## src/design/afol_pkg.sv

```systemverilog
package afol_pkg;

    localparam int MAX_ENTRIES = 6;
    localparam int TABLE_SLOTS = 6;
    localparam int IDX_W       = 3;
    localparam int ADDR_W      = 6;
    localparam int DATA_W      = 64;
    localparam int ENTRY_W     = 48;
    localparam int REM_W       = 17;

    localparam logic [15:0] ONE_Q15 = 16'd32768;

    typedef enum logic [2:0] {
        REG_TWO_SIDED   = 3'd0,
        REG_ENTRY_COUNT = 3'd1,
        REG_ENTRY_ZERO  = 3'd2,
        REG_ENTRY_ONE   = 3'd3,
        REG_ENTRY_TWO   = 3'd4,
        REG_ENTRY_THREE = 3'd5,
        REG_ENTRY_FOUR  = 3'd6,
        REG_ENTRY_FIVE  = 3'd7
    } reg_index_t;

    typedef struct packed {
        logic signed [15:0] cosine;
        logic [7:0]         alpha_in;
    } item_t;

    typedef struct packed {
        logic [15:0] opacity;
        logic [7:0]  alpha_out;
    } result_t;

    // search token handed from cell to cell
    typedef struct packed {
        logic             valid;
        logic             done;
        logic             unity;
        logic             interp;
        logic [IDX_W-1:0] seg;
        logic [REM_W-1:0] rem;
        logic [7:0]       alpha;
    } token_t;

    typedef struct packed {
        logic [15:0] o0;
        logic [15:0] o1;
        logic [15:0] recip;
    } seg_data_t;

    function automatic logic [15:0] field_step(input logic [ENTRY_W-1:0] e);
        return e[15:0];
    endfunction

    function automatic logic [15:0] field_recip(input logic [ENTRY_W-1:0] e);
        return e[31:16];
    endfunction

    function automatic logic [15:0] field_opac(input logic [ENTRY_W-1:0] e);
        return e[47:32];
    endfunction

endpackage

```

## src/design/afol_cell.sv

```systemverilog
module afol_cell (
    input  logic                  clk,
    input  logic                  rst_n,
    input  logic [2:0]            cell_index,
    input  logic [2:0]            count,
    input  logic [15:0]           step,
    input  afol_pkg::token_t      tok_in,
    output afol_pkg::token_t      tok_out
);
    import afol_pkg::*;

    token_t tok_reg;
    token_t tok_next;

    always_comb
    begin
        tok_next = tok_in;
        if (tok_in.valid && !tok_in.done)
        begin
            priority if (cell_index >= count)
            begin
                tok_next.done   = 1'b1;
                tok_next.interp = 1'b0;
                tok_next.seg    = count - 3'd1;
            end
            else if (tok_in.rem >= {1'b0, step})
            begin
                tok_next.rem = tok_in.rem - {1'b0, step};
            end
            else
            begin
                tok_next.done   = 1'b1;
                tok_next.interp = 1'b1;
                tok_next.seg    = cell_index;
            end
        end
    end

    always_ff @(posedge clk or negedge rst_n)
    begin
        if (!rst_n)
        begin
            tok_reg <= '0;
        end
        else
        begin
            tok_reg <= tok_next;
        end
    end

    assign tok_out = tok_reg;

endmodule

```

## src/design/afol_interp.sv

```systemverilog
module afol_interp (
    input  logic                  clk,
    input  logic                  rst_n,
    input  afol_pkg::token_t      tok,
    input  afol_pkg::seg_data_t   seg,
    output logic                  done,
    output afol_pkg::result_t     result
);
    import afol_pkg::*;

    logic               s1_valid_reg;
    logic               s1_unity_reg;
    logic               s1_interp_reg;
    logic [15:0]        s1_o0_reg;
    logic [15:0]        s1_o1_reg;
    logic [31:0]        s1_prod_reg;
    logic [7:0]         s1_alpha_reg;

    logic               s2_valid_reg;
    logic               s2_unity_reg;
    logic               s2_interp_reg;
    logic [15:0]        s2_o0_reg;
    logic signed [49:0] s2_prod_reg;
    logic [7:0]         s2_alpha_reg;

    logic               s3_valid_reg;
    logic [15:0]        s3_opac_reg;
    logic [7:0]         s3_alpha_reg;

    logic               done_reg;
    result_t            result_reg;

    logic signed [16:0] diff;
    logic signed [49:0] shifted;
    logic signed [27:0] sum;
    logic [15:0]        s3_opac_next;
    logic [23:0]        scaled;
    logic [8:0]         faded;

    assign diff = $signed({1'b0, s1_o1_reg}) - $signed({1'b0, s1_o0_reg});
    assign shifted = s2_prod_reg >>> 23;
    assign sum = $signed({12'd0, s2_o0_reg}) + shifted[27:0];

    always_comb
    begin
        priority if (s2_unity_reg)
        begin
            s3_opac_next = ONE_Q15;
        end
        else if (s2_interp_reg)
        begin
            priority if (sum < 0)
                s3_opac_next = 16'd0;
            else if (sum > $signed({12'd0, ONE_Q15}))
                s3_opac_next = ONE_Q15;
            else
                s3_opac_next = sum[15:0];
        end
        else
        begin
            s3_opac_next = (s2_o0_reg > ONE_Q15) ? ONE_Q15 : s2_o0_reg;
        end
    end

    assign scaled = {8'd0, s3_opac_reg} * {16'd0, s3_alpha_reg};
    assign faded  = scaled[23:15];

    always_ff @(posedge clk or negedge rst_n)
    begin
        if (!rst_n)
        begin
            s1_valid_reg <= 1'b0;
            s2_valid_reg <= 1'b0;
            s3_valid_reg <= 1'b0;
            done_reg     <= 1'b0;
        end
        else
        begin
            s1_valid_reg <= tok.valid;
            s2_valid_reg <= s1_valid_reg;
            s3_valid_reg <= s2_valid_reg;
            done_reg     <= s3_valid_reg;
        end
    end

    always_ff @(posedge clk)
    begin
        s1_unity_reg  <= tok.unity;
        s1_interp_reg <= tok.interp;
        s1_o0_reg     <= seg.o0;
        s1_o1_reg     <= seg.o1;
        s1_prod_reg   <= {16'd0, tok.rem[15:0]} * {16'd0, seg.recip};
        s1_alpha_reg  <= tok.alpha;

        s2_unity_reg  <= s1_unity_reg;
        s2_interp_reg <= s1_interp_reg;
        s2_o0_reg     <= s1_o0_reg;
        s2_prod_reg   <= $signed({17'd0, s1_prod_reg}) * 50'(diff);
        s2_alpha_reg  <= s1_alpha_reg;

        s3_opac_reg   <= s3_opac_next;
        s3_alpha_reg  <= s2_alpha_reg;

        result_reg.opacity   <= s3_opac_reg;
        result_reg.alpha_out <= faded[8] ? 8'd255 : faded[7:0];
    end

    assign done   = done_reg;
    assign result = result_reg;

endmodule

```

## src/design/angle_fade_opacity_lerp_unit.sv

```systemverilog
// channel   direction  handshake                     payload
// item      in         start && !busy                item_t (cosine, alpha_in)
// result    out        done strobe, one cycle        result_t (opacity, alpha_out)
// config    in         apb write: psel penable pwrite  8 registers, 64 bit, at 8*i
//
// a transaction is taken every cycle; busy stays low
// an item passes one entry stage, one cell per breakpoint after the first,
// then the two multiplies, the clamp and the alpha scale
// reset clears the config registers and the valid bits, emptying the pipeline
// the receiver cannot stall: a result is shown for one cycle only
module angle_fade_opacity_lerp_unit (
    input  logic                          clk,
    input  logic                          rst_n,
    input  logic                          start,
    output logic                          busy,
    input  afol_pkg::item_t               item,
    output logic                          done,
    output afol_pkg::result_t             result,
    input  logic                          psel,
    input  logic                          penable,
    input  logic                          pwrite,
    input  logic [afol_pkg::ADDR_W-1:0]   paddr,
    input  logic [afol_pkg::DATA_W-1:0]   pwdata,
    output logic [afol_pkg::DATA_W-1:0]   prdata,
    output logic                          pready
);
    import afol_pkg::*;

    logic               two_sided_reg;
    logic [IDX_W-1:0]   count_reg;
    logic [ENTRY_W-1:0] entry_reg [TABLE_SLOTS];

    reg_index_t         reg_idx;
    logic [IDX_W-1:0]   entry_idx;
    logic               wr_en;

    logic [IDX_W-1:0]   n_eff;
    logic signed [16:0] cos_ext;
    logic signed [16:0] d_fold;
    logic signed [16:0] c0_ext;
    logic signed [17:0] diff;
    token_t             tok0_next;
    token_t             tok0_reg;
    token_t             chain [MAX_ENTRIES];
    token_t             tok_fin;
    logic [IDX_W-1:0]   lo_idx;
    logic [ENTRY_W-1:0] lo_entry;
    logic [ENTRY_W-1:0] hi_entry;
    seg_data_t          seg;

    assign busy   = 1'b0;
    assign pready = 1'b1;

    assign reg_idx   = reg_index_t'(paddr[ADDR_W-1:3]);
    assign entry_idx = paddr[ADDR_W-1:3] - IDX_W'(REG_ENTRY_ZERO);
    assign wr_en     = psel && penable && pwrite && pready;

    always_ff @(posedge clk or negedge rst_n)
    begin
        if (!rst_n)
        begin
            two_sided_reg <= 1'b0;
            count_reg     <= '0;
            for (int k = 0; k < TABLE_SLOTS; k++)
            begin
                entry_reg[k] <= '0;
            end
        end
        else if (wr_en)
        begin
            unique case (reg_idx)
                REG_TWO_SIDED:   two_sided_reg <= pwdata[0];
                REG_ENTRY_COUNT: count_reg <= pwdata[IDX_W-1:0];
                default:         entry_reg[entry_idx] <= pwdata[ENTRY_W-1:0];
            endcase
        end
    end

    always_comb
    begin
        unique case (reg_idx)
            REG_TWO_SIDED:   prdata = {63'd0, two_sided_reg};
            REG_ENTRY_COUNT: prdata = {{(DATA_W-IDX_W){1'b0}}, count_reg};
            default:         prdata = {{(DATA_W-ENTRY_W){1'b0}}, entry_reg[entry_idx]};
        endcase
    end

    assign n_eff = (count_reg > IDX_W'(MAX_ENTRIES)) ? IDX_W'(MAX_ENTRIES) : count_reg;

    // fold, then place against the first breakpoint
    assign cos_ext = {item.cosine[15], item.cosine};
    assign d_fold  = (two_sided_reg && item.cosine[15]) ? -cos_ext : cos_ext;
    assign c0_ext  = {entry_reg[0][15], entry_reg[0][15:0]};
    assign diff    = {d_fold[16], d_fold} - {c0_ext[16], c0_ext};

    always_comb
    begin
        tok0_next.valid  = start && !busy;
        tok0_next.unity  = (n_eff == '0);
        tok0_next.done   = (n_eff == '0) || (d_fold <= c0_ext);
        tok0_next.interp = 1'b0;
        tok0_next.seg    = '0;
        tok0_next.rem    = diff[REM_W-1:0];
        tok0_next.alpha  = item.alpha_in;
    end

    always_ff @(posedge clk or negedge rst_n)
    begin
        if (!rst_n)
        begin
            tok0_reg <= '0;
        end
        else
        begin
            tok0_reg <= tok0_next;
        end
    end

    assign chain[0] = tok0_reg;

    for (genvar k = 1; k < MAX_ENTRIES; k++)
    begin : g_cell
        afol_cell u_cell (
            .clk        (clk),
            .rst_n      (rst_n),
            .cell_index (IDX_W'(k)),
            .count      (n_eff),
            .step       (field_step(entry_reg[k])),
            .tok_in     (chain[k-1]),
            .tok_out    (chain[k])
        );
    end

    // past the last cell: hold the last opacity
    always_comb
    begin
        tok_fin = chain[MAX_ENTRIES-1];
        if (!tok_fin.done)
        begin
            tok_fin.done   = 1'b1;
            tok_fin.interp = 1'b0;
            tok_fin.seg    = n_eff - IDX_W'(1);
        end
    end

    assign lo_idx = tok_fin.interp ? (tok_fin.seg - IDX_W'(1)) : tok_fin.seg;

    always_comb
    begin
        lo_entry = '0;
        hi_entry = '0;
        if (lo_idx < IDX_W'(TABLE_SLOTS))
        begin
            lo_entry = entry_reg[lo_idx];
        end
        if (tok_fin.seg < IDX_W'(TABLE_SLOTS))
        begin
            hi_entry = entry_reg[tok_fin.seg];
        end
        seg.o0    = field_opac(lo_entry);
        seg.o1    = field_opac(hi_entry);
        seg.recip = field_recip(lo_entry);
    end

    afol_interp u_interp (
        .clk    (clk),
        .rst_n  (rst_n),
        .tok    (tok_fin),
        .seg    (seg),
        .done   (done),
        .result (result)
    );

endmodule
```

## config.mk

```make
export PLATFORM = sky130hd
export DESIGN_NAME = angle_fade_opacity_lerp_unit
export DESIGN_NICKNAME = d
export VERILOG_FILES = /design/src/design/afol_pkg.sv /design/src/design/afol_cell.sv /design/src/design/afol_interp.sv /design/src/design/angle_fade_opacity_lerp_unit.sv
export SDC_FILE = /design/constraint.sdc
export NUM_CORES = 2
export LEC_CHECK = 0
export ABC_AREA = 1
export BUFFER_PORTS_ARGS = -buffer_cell sky130_fd_sc_hd__clkbuf_2
export CORE_MARGIN = 5
export CORE_UTILIZATION = 60
export CTS_CLUSTER_DIAMETER = 100
export DETAILED_ROUTE_END_ITERATION = 10
export GPL_TIMING_DRIVEN = 0
export PLACE_DENSITY_LB_ADDON = 0.08
export SLEW_MARGIN = 20
export SYNTH_ARGS = -nofsm -noshare
export SYNTH_HDL_FRONTEND = slang
export SYNTH_SLANG_ARGS = --single-unit
```

## constraint.sdc

```tcl
create_clock -name clk -period 9.15 [get_ports clk]
set_clock_uncertainty 0.05 [all_clocks]
set_input_delay 0.915 -clock clk [delete_from_list [all_inputs] [get_ports clk]]
set_output_delay 0.915 -clock clk [all_outputs]
set_load 0.05 [all_outputs]
```

; ---- Word level (Yosys, flattened, before mapping)
; Cells that the tools add are included.
[totals]
reg_bits = 681
[op_classes]
n_mux = 62
n_bitwise = 4
add_sub_neg = 12
reduce_logical = 21
magnitude_cmp = 21
eq_ne = 1
n_mul = 3
[op_table]
columns = cell, n
row1 = 48-bit binary-select mux with 3-bit select, 3
row2 = 48-bit 2-to-1 mux, 7
row3 = 288-bit bitwise mux, 1
row4 = 17-bit 2-to-1 mux, 11
row5 = 48-bit demux with 3-bit select, 1
row6 = 21-bit 2-to-1 mux, 5
row7 = 17-bit by 16-bit subtractor with 17-bit output, 6
row8 = 48-bit case mux with 2 select lines, 1
row9 = 17-bit by 16-bit >= comparator with 1-bit output, 5
row10 = 16-bit 2-to-1 mux, 4
row11 = 33-bit by 17-bit multiplier with 50-bit output, 1
row12 = 4-bit 2-to-1 mux, 11
row13 = 16-bit by 16-bit multiplier with 32-bit output, 1
row14 = 32-bit 2-to-1 mux, 1
row15 = 17-bit by 27-bit adder with 28-bit output, 1
row16 = 28-bit by 17-bit greater-than comparator with 1-bit output (second input constant), 1
row17 = 28-bit by 1-bit < comparator with 1-bit output (second input constant), 1
row18 = 16-bit by 8-bit multiplier with 24-bit output, 1
row19 = 17-bit by 16-bit less-or-equal comparator with 1-bit output, 1
row20 = 16-bit negator with 17-bit output, 1
row21 = 16-bit by 16-bit subtractor with 17-bit output, 1
row22 = 16-bit greater-than comparator (second input constant), 1
row23 = 1-bit 2-to-1 mux, 15
row24 = 4-bit >= comparator (second input constant), 3
row25 = 18 further kinds, 40

; ---- Longest topological paths before layout
[depth]
depth_word = 12
depth_mapped = 41

; ---- Modules after synthesis
; Synthesis repeated with hierarchy kept, for this count alone.
[hier_totals]
hier_cells = 8513
hier_area_um2 = 65888.2
[by_module_without_submodules]
columns = mod, n_inst, seq_area_each_um2, cells_per_inst, area_each_um2
row1 = afol_interp, 1, 3603.5, 4581, 36311.1
row2 = angle_fade_opacity_lerp_unit, 1, 8007.7, 2412, 17887.2
row3 = afol_cell at g_cell[1].u_cell ..., 4, 800.8, 306, 2364.8
row4 = afol_cell at g_cell[3].u_cell, 1, 800.8, 296, 2230.9

; ---- Worst setup path before layout
; OpenSTA, ideal clock, no wires.
[synth_timing]
path_kind = reg-to-reg
startpoint = reg count_reg[1]
endpoint = reg u_interp.s1_prod_reg[28]
path_buffers = 4
setup_time_ns = 0.125
path_stages_with_launch = 40
slack_ns = 1.822
arrival_time_ns = 7.153
t_required_ns = 8.975
path_cell_list = dfrtp_1 buf_4 nand2_4 nand2_4 inv_2 nor2_1 ha_1 inv_2 o21ai_1 inv_2 xor2_4 buf_6 buf_6 nand2_1 nand2_1 inv_2 buf_2 nand2_1 [4 not listed] fa_1 inv_1 fa_1 fa_1 inv_1 fa_1 inv_1 ha_1 nand2_1 inv_1 nand3_1 nor3_1 nand2_1 o211ai_1 nand3_1 nand2_1 a31oi_1 xor2_1
[synth_between]
elab_chain_len = 12
[synth_lines]
columns = item, line
row1 = "start, declared", angle_fade_opacity_lerp_unit.sv:30  ; logic [IDX_W-1:0] count_reg;
row2 = "start signal, assigned", angle_fade_opacity_lerp_unit.sv:73  ; REG_ENTRY_COUNT: count_reg <= pwdata[IDX_W-1:0];
row3 = 3-bit greater-than comparator, angle_fade_opacity_lerp_unit.sv:88  ; assign n_eff = (count_reg > IDX_W'(MAX_ENTRIES)) ? IDX_W'(MAX_ENTRIES) : count_reg;
row4 = 3-bit 2-to-1 mux *, angle_fade_opacity_lerp_unit.sv:88
row5 = 3-bit by 1-bit subtractor with 3-bit output *, angle_fade_opacity_lerp_unit.sv:142  ; tok_fin.seg = n_eff - IDX_W'(1);
row6 = 4-bit 2-to-1 mux *, angle_fade_opacity_lerp_unit.sv:138  ; if (!tok_fin.done)
row7 = 3-bit by 1-bit subtractor with 3-bit output, angle_fade_opacity_lerp_unit.sv:146  ; assign lo_idx = tok_fin.interp ? (tok_fin.seg - IDX_W'(1)) : tok_fin.seg;
row8 = 3-bit 2-to-1 mux *, angle_fade_opacity_lerp_unit.sv:146
row9 = 3-bit inverter with 4-bit output (implied by the code), angle_fade_opacity_lerp_unit.sv:154  ; lo_entry = entry_reg[lo_idx];
row10 = 48-bit binary-select mux with 3-bit select, angle_fade_opacity_lerp_unit.sv:154
row11 = 48-bit 2-to-1 mux (implied by the code) (2 in a row), angle_fade_opacity_lerp_unit.sv:154
row12 = 32-bit 2-to-1 mux *, angle_fade_opacity_lerp_unit.sv:152  ; if (lo_idx < IDX_W'(TABLE_SLOTS))
row13 = 16-bit by 16-bit multiplier with 32-bit output *, afol_interp.sv:92  ; s1_prod_reg <= {16'd0, tok.rem[15:0]} * {16'd0, seg.recip};
row14 = "end signal, assigned", afol_interp.sv:92
row15 = "end, declared", afol_interp.sv:16  ; logic [31:0] s1_prod_reg;
; Every way passes the cells marked *; elsewhere a longest branch is shown, timed or not. The select of a mux whose other input is x is not followed.
; A chain may end at the register's enable or synchronous reset.

; ---- Worst setup path after layout
[layout_timing]
startpoint = reg u_interp.s1_o0_reg[9]
endpoint = reg u_interp.s2_prod_reg[45]
[layout_between]
elab_chain_len = 2
[layout_lines]
columns = item, line
row1 = "start, declared", afol_interp.sv:14  ; logic [15:0] s1_o0_reg;
row2 = "start signal, assigned", afol_interp.sv:90  ; s1_o0_reg <= seg.o0;
row3 = 16-bit by 16-bit subtractor with 17-bit output, afol_interp.sv:40  ; assign diff = $signed({1'b0, s1_o1_reg}) - $signed({1'b0, s1_o0_reg});
row4 = 33-bit by 17-bit multiplier with 50-bit output, afol_interp.sv:98  ; s2_prod_reg <= $signed({17'd0, s1_prod_reg}) * 50'(diff);
row5 = "end signal, assigned", afol_interp.sv:98
row6 = "end, declared", afol_interp.sv:23  ; logic signed [49:0] s2_prod_reg;
; Every way passes these cells.

==> impl_metrics.py <==
metrics = {
    "status": {
        "status": "finished, final reports clean",
    },
    "clock_tree": {
        "path_clk_slew_ns": 0.06,
        "root_buffer_cell": "clkbuf_16",
        "htree_num_levels": 3,
        "cts_hold_buffers": 0,
        "post_cts.repair.setup_buffers": 0,
        "cts_buffers": 75,
        "clkLatencyLatePin_ns": 0.66,
        "clock_sinks": 658,
        "cts_tree": "done",
        "cts.path.max_buffers": 3,
    },
    "finish": {
        "final_core_occ_pct": 65.5,
        "final_layout_size_suffix_gt1_share_pct": 5.48,
        "area_growth_pct": 8.55,
        "largest_register_ff_count": 272,
        "final_net_count": 9367,
    },
    "critical_path": {
        "timing.critical_path.buf_inv": 6,
        "setup.worst_path.start_class": "register",
        "critical_path_arrival_ns": 9.36,
        "worst_ep_required_time_ns": 9.62,
        "crit_path_top_delay_cell": "a21oi_2",
        "worst-path-max-fanout": 10,
        "worst_setup_path_end_kind": "register",
        "timing.setup.critical_path_class": "reg -> reg",
        "critical-path-top-delay-family": "adder cells",
        "cpMostUsedCell": "fa_1",
        "slowest_delay_ns": 0.75,
    },
    "routing": {
        "violation_count_after_the_first_detailed_routing_iteration": 5917,
        "antenna_violating_nets_post_route": 0,
        "detail_route.first_pass.iterations": 6,
        "avgRoutedWirePerCell_um": 21.5,
        "drt-total-wl_mm": 205,
        "vias_per_cell": 5.77,
        "detailed_route_via_count": 55081,
        "drc_errors": 0,
    },
    "floorplan": {
        "die_h_um": 333,
        "die-area_um2": 111000,
        "initial_core_util_pct": 60.4,
        "placementRows": 118,
        "die_w_um": 333,
        "io_pins": 191,
        "fp.coreArea_um2": 103000,
    },
    "worst_hold_path": {
        "hold_crit_class": "in -> async",
    },
    "yosys": {
        "synth_cells": 7848,
        "seq_area_frac_synth_pct": 25.0,
        "synth_top_cell_by_area": "fa_1",
        "synth-edff-count": 0,
        "synth.cell_area_um2": 62500,
        "most_common_flop_cell_mapped_by_yosys": "dfrtp_1",
        "post-synth-top-count-cell": "nand2_1",
        "synthesis.area_per_instance_um2": 7.96,
        "synth_seq_cells": 658,
        "netlist_cell_types": 66,
        "netlist_top_cells_area": "fa_1 23%, dfrtp_1 19%, nand2_1 11%",
        "yosys-top-cells-count": "1753 x nand2_1, 1468 x inv_1, 733 x fa_1",
        "ffs_w_async_s_r_synth_pct": 73.4,
        "yosys_warnings": 0,
        "yosysTopAreaCellShare_pct": 23.5,
    },
    "global_route": {
        "global_route.usage.total_pct": 36.7,
        "antenna_found_initial": 3,
        "first_pass_grt_wire_length_mm": 316,
        "pin_count_of_the_biggest_net_entering_global_routing": 92,
        "grt_pass1_vias": 55059,
        "globalRouteOverflowTotal": 0,
    },
    "placed_design": {
        "post-dp-hpwl_mm": 164,
        "gp_congestion": 1.00,
        "port-buffer-count": 152,
        "pre_cts_ws_ns": 0.137,
    },
    "sta": {
        "setup_viol": 0,
        "finalHoldViolCount": 0,
        "final_critical_path_time_including_i_o_delays_and_setup_ns": 8.89,
        "totalNegativeSetupSlack_ns": 0,
        "min_period_over_period_pct": 97.1,
        "final_critical_path_setup_slack_ns": 0.263,
        "worst-slew-pin-transition_ns": 1.05,
        "rsz_0062_raised_after_global_routing": "no",
        "timing.max_slew.rel_slack_pct": 30.0,
        "max_clock_freq_mhz": 113,
        "final_max_slew_viols": 0,
    },
    "flow_run": {
        "cap_viol_max_count": 0,
    },
}
==> cells in the final DEF, fill, tap and decap left out, types with 17 or more instances in the layout <==
cell type  synthesis  final
nor3_1            25     25
o21ai_0          632    631
o211ai_1          71     71
nor2_1           591    591
clkbuf_1         239    248
dfrtp_1          483    483
clkbuf_16          0     78
conb_1             2     18
nand2_1         1753   1753
o21ai_1           30     30
nand3_1          197    197
o221ai_1          17     17
dfxtp_1          175    175
a21oi_1          384    384
inv_2             34     34
xnor2_1           78     78
nand4_1           36     36
inv_1           1468   1468
a31oi_1           25     25
fa_1             733    733
clkbuf_2           1    153
buf_2             55     55
o2111ai_1         17     17
a22oi_1           33     33
buf_4             24     24
ha_1             436    436
xor2_1            91     91
==> logic make-up after synthesis <==
logic type / share of synthesized area [%]
AO/OA/AOI/OAI: 11.8
XOR/XNOR: 2.44
adder cells (fa/ha/maj): 32.2
buffers and inverters: 11.4
flip-flops: 25.0
multiplexers: 0.128
other: 0.0120
AND/OR/NAND/NOR: 17.1
==> what timing repair did <==
item	CTS	global route
endpoints found under the setup margin	0	10
resized for setup	0	5
endpoints found under the hold margin	0	0
==> metal layers <==
layer / part of all wire, % / track usage [%]
met4: 4.8 / 14.8
met5: 0 / 0
met3: 10 / 8.46
met2: 45 / 57.2
met1: 40 / 50.2
==> worst register-to-register path: cells and delay by family, from the launching register on <==
kind            cells  cell delay, ns
simple gates        8            1.14
xor+xnor            1            0.14
compound gates      8            2.43
flops               1            0.36
fa+ha+maj           8            3.72
buf+inv             6            0.93
==> final timing paths <==
path / from / endpoint / slack, ns / cells past startpoint
max in group asynchronous: rst_n / u_interp.s1_valid_reg / 7.47 / 3
setup reg to reg: u_interp.s1_o0_reg[9] / u_interp.s2_prod_reg[45] / 0.26 / 31
hold / removal: rst_n / g_cell[5].u_cell.tok_out[7] / 0.23 / 1
min in group clk: u_interp.s2_alpha_reg[2] / u_interp.s3_alpha_reg[2] / 0.28 / 0
hold reg to reg: u_interp.s2_alpha_reg[2] / u_interp.s3_alpha_reg[2] / 0.28 / 0
setup / recovery: u_interp.s1_o0_reg[9] / u_interp.s2_prod_reg[45] / 0.26 / 31
==> per-stage QoR <==
stage | hold slack, ns | instances | instance area, um2
3_5_place_dp | 0.262 | 9401 | 65200
6_report | 0.229 | 9540 | 67800
4_1_cts | 0.228 | 9538 | 67800
3_3_place_gp | 0.261 | 9396 | 65000
5_1_grt | 0.272 | 9538 | 67800
2_1_floorplan | 0.260 | 7864 | 62500
==> final cells by class <==
type / instances / area [um2]
Clock inverter: 36 / 462
Inverter: 1507 / 5660
Timing Repair Buffer: 157 / 907
Sequential cell: 658 / 15600
Fill cell: 9061 / 35700
Buffer: 333 / 1460
Antenna cell: 2 / 5.00
Tap cell: 1380 / 1730
Multi-Input combinational cell: 5366 / 39800
Clock buffer: 101 / 2170
Power is left out: the tool's default activity adds up to more than one toggle a clock period on the data nets, which glitch-free logic cannot reach.
